### config.mk
export PLATFORM = sky130hd
export DESIGN_NAME = gold_sequence_generator
export DESIGN_NICKNAME = d
export VERILOG_FILES = /design/src/rtl/core/gsg_pkg.sv /design/src/rtl/core/gsg_datapath.sv /design/src/rtl/core/gsg_control.sv /design/src/rtl/core/gold_sequence_generator.sv
export SDC_FILE = /design/constraint.sdc
export NUM_CORES = 1
export LEC_CHECK = 0
export BUFFER_PORTS_ARGS = -buffer_cell sky130_fd_sc_hd__buf_2
export CORE_MARGIN = 4
export CORE_UTILIZATION = 64
export DETAILED_ROUTE_END_ITERATION = 8
export PLACE_DENSITY = 0.84
export SYNTH_ARGS = -nofsm -noshare
export SYNTH_HDL_FRONTEND = slang
export SYNTH_SLANG_ARGS = --single-unit
export TNS_END_PERCENT = 30
### constraint.sdc
create_clock -name clk -period 4.4 [get_ports clk]
set_clock_uncertainty 0.15 [all_clocks]
set_input_delay 0.44 -clock clk [delete_from_list [all_inputs] [get_ports clk]]
set_output_delay 0.44 -clock clk [all_outputs]
set_load 0.02 [all_outputs]
### src/rtl/core/gsg_pkg.sv
// shared types, constants and control bundles of the gold sequence generator
`default_nettype none

package gsg_pkg;

    localparam int MAX_WORDS    = 64;
    localparam int WARMUP       = 1600;
    localparam int REG_W        = 31;
    localparam int LEN_W        = 12;
    localparam int WORD_W       = 32;
    localparam int MAX_BITS     = MAX_WORDS * WORD_W;
    localparam int WARM_STEPS32 = WARMUP / WORD_W;
    localparam int WARM_REM     = WARMUP % WORD_W;
    localparam int CNT_W        = 8;

    typedef struct packed {
        logic [REG_W-1:0] seed;
        logic [LEN_W-1:0] length;
    } req_t;

    typedef struct packed {
        logic [WORD_W-1:0] word;
        logic              last;
    } rsp_t;

    typedef struct packed {
        logic load;
        logic step32;
        logic step1;
        logic emit;
    } gsg_cmd_t;

    typedef struct packed {
        logic left_zero;
        logic last_word;
        logic out_free;
    } gsg_status_t;

endpackage

`default_nettype wire

### src/rtl/core/gsg_datapath.sv
// lfsr pair, bit counter and output register of the gold sequence generator
`default_nettype none

module gsg_datapath (
    input  wire logic                clk,
    input  wire logic                rst_n,
    input  wire gsg_pkg::req_t       req,
    input  wire gsg_pkg::gsg_cmd_t   cmd,
    output gsg_pkg::gsg_status_t     status,
    output logic                     rsp_valid,
    input  wire logic                rsp_stall,
    output gsg_pkg::rsp_t            rsp
);
    import gsg_pkg::*;

    localparam int EXT_W = REG_W + WORD_W;

    // 32 steps at once: bits 31..58 come from the old register, 59..62 from those
    function automatic logic [EXT_W-1:0] x1_ext(input logic [REG_W-1:0] a);
        logic [EXT_W-1:0] e;
        begin
            e = '0;
            e[REG_W-1:0] = a;
            for (int k = REG_W; k < 2 * REG_W - 3; k++)
            begin
                e[k] = e[k-28] ^ e[k-31];
            end
            for (int k = 2 * REG_W - 3; k < EXT_W; k++)
            begin
                e[k] = e[k-28] ^ e[k-31];
            end
            return e;
        end
    endfunction

    function automatic logic [EXT_W-1:0] x2_ext(input logic [REG_W-1:0] a);
        logic [EXT_W-1:0] e;
        begin
            e = '0;
            e[REG_W-1:0] = a;
            for (int k = REG_W; k < 2 * REG_W - 3; k++)
            begin
                e[k] = e[k-28] ^ e[k-29] ^ e[k-30] ^ e[k-31];
            end
            for (int k = 2 * REG_W - 3; k < EXT_W; k++)
            begin
                e[k] = e[k-28] ^ e[k-29] ^ e[k-30] ^ e[k-31];
            end
            return e;
        end
    endfunction

    logic [REG_W-1:0]  x1_reg, x1_next;
    logic [REG_W-1:0]  x2_reg, x2_next;
    logic [LEN_W-1:0]  left_reg, left_next;
    logic              valid_reg, valid_next;
    rsp_t              rsp_reg, rsp_next;
    logic [EXT_W-1:0]  e1, e2;
    logic [WORD_W-1:0] bits, mask;
    logic              full_word;

    assign e1 = x1_ext(x1_reg);
    assign e2 = x2_ext(x2_reg);
    assign bits = e1[WORD_W-1:0] ^ e2[WORD_W-1:0];
    assign full_word = left_reg >= LEN_W'(WORD_W);
    assign mask = full_word ? '1 : ~({WORD_W{1'b1}} << left_reg[4:0]);

    assign status.left_zero = left_reg == '0;
    assign status.last_word = left_reg <= LEN_W'(WORD_W);
    assign status.out_free  = !valid_reg || !rsp_stall;

    assign rsp_valid = valid_reg;
    assign rsp       = rsp_reg;

    always_comb
    begin
        x1_next    = x1_reg;
        x2_next    = x2_reg;
        left_next  = left_reg;
        valid_next = valid_reg && rsp_stall;
        rsp_next   = rsp_reg;
        if (cmd.load)
        begin
            x1_next = REG_W'(1);
            x2_next = req.seed;
            if (req.length > LEN_W'(MAX_BITS))
            begin
                left_next = LEN_W'(MAX_BITS);
            end
            else
            begin
                left_next = req.length;
            end
        end
        else if (cmd.step32)
        begin
            x1_next = e1[EXT_W-1:WORD_W];
            x2_next = e2[EXT_W-1:WORD_W];
        end
        else if (cmd.step1)
        begin
            x1_next = {x1_reg[3] ^ x1_reg[0], x1_reg[REG_W-1:1]};
            x2_next = {x2_reg[3] ^ x2_reg[2] ^ x2_reg[1] ^ x2_reg[0], x2_reg[REG_W-1:1]};
        end
        if (cmd.emit)
        begin
            valid_next    = 1'b1;
            rsp_next.word = bits & mask;
            rsp_next.last = !full_word || left_reg == LEN_W'(WORD_W);
            left_next     = full_word ? left_reg - LEN_W'(WORD_W) : '0;
        end
    end

    always_ff @(posedge clk or negedge rst_n)
    begin
        if (!rst_n)
        begin
            x1_reg    <= '0;
            x2_reg    <= '0;
            left_reg  <= '0;
            valid_reg <= 1'b0;
        end
        else
        begin
            x1_reg    <= x1_next;
            x2_reg    <= x2_next;
            left_reg  <= left_next;
            valid_reg <= valid_next;
        end
    end

    always_ff @(posedge clk)
    begin
        rsp_reg <= rsp_next;
    end

endmodule

`default_nettype wire

### src/rtl/core/gsg_control.sv
// sequencing state machine of the gold sequence generator
`default_nettype none

module gsg_control (
    input  wire logic                 clk,
    input  wire logic                 rst_n,
    input  wire logic                 req_valid,
    output logic                      req_stall,
    input  wire gsg_pkg::gsg_status_t status,
    output gsg_pkg::gsg_cmd_t         cmd
);
    import gsg_pkg::*;

    localparam logic [1:0] S_IDLE   = 2'd0;
    localparam logic [1:0] S_WARM32 = 2'd1;
    localparam logic [1:0] S_WARM1  = 2'd2;
    localparam logic [1:0] S_RUN    = 2'd3;

    logic [1:0]       state_reg, state_next;
    logic [CNT_W-1:0] cnt_reg, cnt_next;

    assign req_stall = state_reg != S_IDLE;

    always_comb
    begin
        state_next = state_reg;
        cnt_next   = cnt_reg;
        cmd        = '0;
        unique case (state_reg)
            S_IDLE:
            begin
                if (req_valid)
                begin
                    cmd.load = 1'b1;
                    if (WARM_STEPS32 != 0)
                    begin
                        state_next = S_WARM32;
                        cnt_next   = CNT_W'(WARM_STEPS32);
                    end
                    else if (WARM_REM != 0)
                    begin
                        state_next = S_WARM1;
                        cnt_next   = CNT_W'(WARM_REM);
                    end
                    else
                    begin
                        state_next = S_RUN;
                    end
                end
            end
            S_WARM32:
            begin
                cmd.step32 = 1'b1;
                cnt_next   = cnt_reg - CNT_W'(1);
                if (cnt_reg == CNT_W'(1))
                begin
                    if (WARM_REM != 0)
                    begin
                        state_next = S_WARM1;
                        cnt_next   = CNT_W'(WARM_REM);
                    end
                    else
                    begin
                        state_next = S_RUN;
                    end
                end
            end
            S_WARM1:
            begin
                cmd.step1 = 1'b1;
                cnt_next  = cnt_reg - CNT_W'(1);
                if (cnt_reg == CNT_W'(1))
                begin
                    state_next = S_RUN;
                end
            end
            S_RUN:
            begin
                if (status.left_zero)
                begin
                    state_next = S_IDLE;
                end
                else if (status.out_free)
                begin
                    cmd.emit   = 1'b1;
                    cmd.step32 = 1'b1;
                    if (status.last_word)
                    begin
                        state_next = S_IDLE;
                    end
                end
            end
            default:
            begin
                state_next = S_IDLE;
            end
        endcase
    end

    always_ff @(posedge clk or negedge rst_n)
    begin
        if (!rst_n)
        begin
            state_reg <= S_IDLE;
            cnt_reg   <= '0;
        end
        else
        begin
            state_reg <= state_next;
            cnt_reg   <= cnt_next;
        end
    end

endmodule

`default_nettype wire

### src/rtl/core/gold_sequence_generator.sv
// top level of the length-31 gold sequence generator
//
//   channel | dir | handshake           | payload
//   req     | in  | req_valid/req_stall | seed, length
//   rsp     | out | rsp_valid/rsp_stall | word, last
//
// one transfer in, then a warm-up of 1600 lfsr steps, taken 32 at a time
// then one word per cycle into the output register while the output is not
// stalled; the lfsr pair advances 32 steps per cycle during warm-up and word output
// a stalled output holds the word generator; the next request is taken once
// the final word sits in the output register
// reset clears the state machine, the lfsrs and the output valid
`default_nettype none

module gold_sequence_generator (
    input  wire logic          clk,
    input  wire logic          rst_n,
    input  wire logic          req_valid,
    output logic               req_stall,
    input  wire gsg_pkg::req_t req,
    output logic               rsp_valid,
    input  wire logic          rsp_stall,
    output gsg_pkg::rsp_t      rsp
);
    import gsg_pkg::*;

    gsg_cmd_t    cmd;
    gsg_status_t status;

    gsg_control u_control (
        .clk       (clk),
        .rst_n     (rst_n),
        .req_valid (req_valid),
        .req_stall (req_stall),
        .status    (status),
        .cmd       (cmd)
    );

    gsg_datapath u_datapath (
        .clk       (clk),
        .rst_n     (rst_n),
        .req       (req),
        .cmd       (cmd),
        .status    (status),
        .rsp_valid (rsp_valid),
        .rsp_stall (rsp_stall),
        .rsp       (rsp)
    );

endmodule

`default_nettype wire

==> summary.txt <==
Synthesis
  • Synth Instances: 725
  • Seq/Total Area, Yosys: between 40 and 50%
  • Post-Syn Area: between 6000 and 7000 sq um
  • Async SR Flop Fraction: between 70% and 80%
  • Syn nets: ~800
  • Yosys warns: 0
  • Post-synth cell types: 57
  • Number of synthesized flops with an enable pin: 33
  • Synth Flop Type: dfrtp_1
  • Syn avg cell area: about 9.6 sq um
  • Synthesized flop and latch total: about 120

Global routing
  • First-pass GRT wire length: about 29000 um
  • GR Util met3: ~6.3%
  • Vias in the first global route: about 5400
  • Antenna violations before repair: 0
  • GRT busiest layer: met2
  • Overflow after GRT: 0
  • Met2 global-route usage: a little over two fifths
  • Largest net degree at the start of global routing: 100
  • Total GRT Usage: ~29%
  • Met1 Track Usage GR: 41.2%

Detailed routing
  • Post-route ant nets: 0
  • First DRT Iteration DRCs: between 800 and 900
  • DR vias: 5756
  • Residual DRC: 0
  • First drt pass iteration count: 5
  • WL final: 17600 um
  • Post-DR wirelength/cell: between 15 and 20 um
  • DR vias/cell: about 6.3

Timing
  • Max Slew Vio Count: 0
  • Final hold slack: roughly 16 ps
  • RSZ-0062 raised after global routing: no
  • Worst-margin pin slew: slightly below 1000 ps
  • Crit path time final: a little over 3000 ps
  • Worst rel slew slack: between 30% and 40%
  • Final setup vio count: 0
  • FMAX: roughly 330 MHz
  • Fin crit share: 69.0%
  • Setup tns final: 0 ps
  • Fin. Hold Viols: 0

Worst setup path
  • Critical path data arrival time: 3290 ps
  • CP endpoint kind: flop
  • Setup crit start kind: flop
  • CP Class: reg2reg
  • Required @ worst endpoint: 4650 ps
  • Critical path fanouts, max: 49

Finish
  • Fin nets: around 800
  • Area delta synth->final: 14.5%
  • Largest register FFs: 33
  • Layout cells sized above 1: 17.1%
  • N_diodes: 0

CTS
  • Max clock buf depth: 2
  • H-Tree Depth: 4
  • Clk_lat worst skew: roughly 530 ps
  • CTS tree: done
  • Clock-pin slew on the worst setup and hold paths: 60 ps
  • CTS root buf: clkbuf_8
  • Num CTS Buffers: 17
  • Clock Sinks: about 120

Power
  • Switch share: a little over two fifths
  • Clock power frac: between 10% and 20%
  • Int Pwr: around 4.4 mW
  • Pwr dens: about 1000 nW/um^2
  • Leakage Power: 3.16 nW
  • Sw Pwr: 3.37 mW
  • Comb power frac: between 40 and 50%
  • Share of power burned in registers: 33.0%
  • Worst IR Drop VDD: 548 uV

Floorplan
  • Starting density of the core: between 60% and 70%
  • Die Ht: approximately 110 um
  • Die width: around 110 um
  • I/O pin total: 82
  • Num rows: 37
  • Core area: 10500 sq um
  • Die area: approximately 13000 sq um

Placement
  • Buffers on Ports: 81
  • GPL Wtd Cong: ~0.93
  • DP HPWL: around 11000 um

Run status
  • Status: completed

Job
  • Max Cap Viol: 0

Min path
  • Hold crit path type: in2reg
==> path summary, 6_finish.rpt <==
check | from | end | slack [ps] | cells past startpoint
max | u_datapath.left_reg[3]$_DFFE_PN0P_ | u_datapath.x2_reg[23]$_DFFE_PN0P_ | 1360 | 6
min | req[18] | u_datapath.x2_reg[6]$_DFFE_PN0P_ | 20 | 3
max reg2reg | u_datapath.left_reg[3]$_DFFE_PN0P_ | u_datapath.x2_reg[23]$_DFFE_PN0P_ | 1360 | 6
min reg2reg | u_control.cnt_reg[0]$_DFFE_PN0P_ | u_control.cnt_reg[0]$_DFFE_PN0P_ | 390 | 2
max in group asynchronous | rst_n | u_datapath.x1_reg[18]$_DFFE_PN0P_ | 2820 | 3
min in group asynchronous | rst_n | u_datapath.left_reg[6]$_DFFE_PN0P_ | 380 | 2
==> area by class of cell <==
type,instances,area (sq um)
Inverter,10,37.5
Clock buffer,24,502
Multi-Input combinational cell,523,3470
Fill cell,719,2510
Timing Repair Buffer,99,566
Clock inverter,8,92.6
Sequential cell,118,3120
Tap cell,136,170
==> layer usage <==
layer	up-vias	share of wire, %
met1	2830	42
met2	293	47
li1	2596	-
met5	-	0
met3	37	8.1
met4	0	2.3
==> cells in the mapped netlist (8+ instances only) <==
master    count  share of area, %
edfxtp_1     33                14
xor2_1       72               9.1
o21ai_0      83               6.0
dfrtp_1      85                31
xnor2_1      79                10
clkbuf_1     55               3.0
nand3_1       8              0.58
inv_1        10              0.54
nand2_1      46               2.5
a22oi_1      33               3.6
nor2_1       28               1.5
a21oi_1      36               2.6
o21ai_1      61               4.4
==> layout by cell type, fill, tap and decap left out, types with 6 or more instances in the layout <==
| master | netlist | layout |
|---|---|---|
| buf_4 | 1 | 10 |
| dfrtp_1 | 85 | 85 |
| nand3_1 | 8 | 8 |
| o21ai_1 | 61 | 61 |
| a21oi_1 | 36 | 36 |
| clkbuf_16 | 0 | 17 |
| ha_1 | 6 | 6 |
| xnor2_1 | 79 | 79 |
| xor2_1 | 72 | 72 |
| dlygate4sd3_1 | 0 | 9 |
| nor3_1 | 7 | 7 |
| a22oi_1 | 33 | 33 |
| buf_2 | 6 | 80 |
| nor2_1 | 28 | 28 |
| inv_1 | 10 | 10 |
| edfxtp_1 | 33 | 33 |
| o21ai_0 | 83 | 83 |
| nand2_1 | 46 | 46 |
==> critical path, cell delays in order, from the launching register on <==
cell	delay, ps
dfrtp_1	610
nor4_4	540
a41oi_4	180
a211oi_4	230
or2_2	780
buf_4	300
o21ai_1	100
==> cells by family (layout without fill, tap and decap cells) <==
family / Yosys count / count (layout) / synth area share, %
buf+inv: 84 / 141 / 5.46
simple gates: 123 / 123 / 8.77
fa+ha+maj: 6 / 6 / 1.08
flops: 118 / 118 / 44.9
compound gates: 238 / 238 / 19.7
mux: 3 / 3 / 0.432
xor+xnor: 153 / 153 / 19.7
==> timing repair <==
action,4_1_cts,5_1_grt
hold buffers,9,0
buffers inserted,0,0
endpoints found under the hold margin,64,0
setup endpoints to repair,0,0
resized for setup,0,0
==> metrics by stage <==
stage | util, % | cells | instance area [sq um] | total power, mW | setup WS [ps]
6_report | 76.0 | 918 | 7960 | 7.79 | 1360
5_1_grt | 76.0 | 918 | 7960 | 8.33 | 1130
4_1_cts | 76.0 | 918 | 7960 | 7.75 | 1390
3_5_place_dp | 69.5 | 877 | 7270 | 6.29 | 1410
3_3_place_gp | 69.5 | 877 | 7270 | 6.12 | 1500
2_1_floorplan | - | 725 | 6950 | 5.47 | 1690
==> power groups by stage <==
| stage | Combinational, mW | Sequential, mW | Clock [mW] |
|---|---|---|---|
| after global placement | 3.61 | 2.51 | 0 |
| after global routing | 4.25 | 2.64 | 1.45 |
| final | 3.84 | 2.57 | 1.38 |
| after detailed placement | 3.74 | 2.55 | 0 |
| after CTS | 3.82 | 2.55 | 1.38 |
| after floorplan | 3.27 | 2.20 | 0 |
Note: power is estimated with default switching activity, not from simulation.
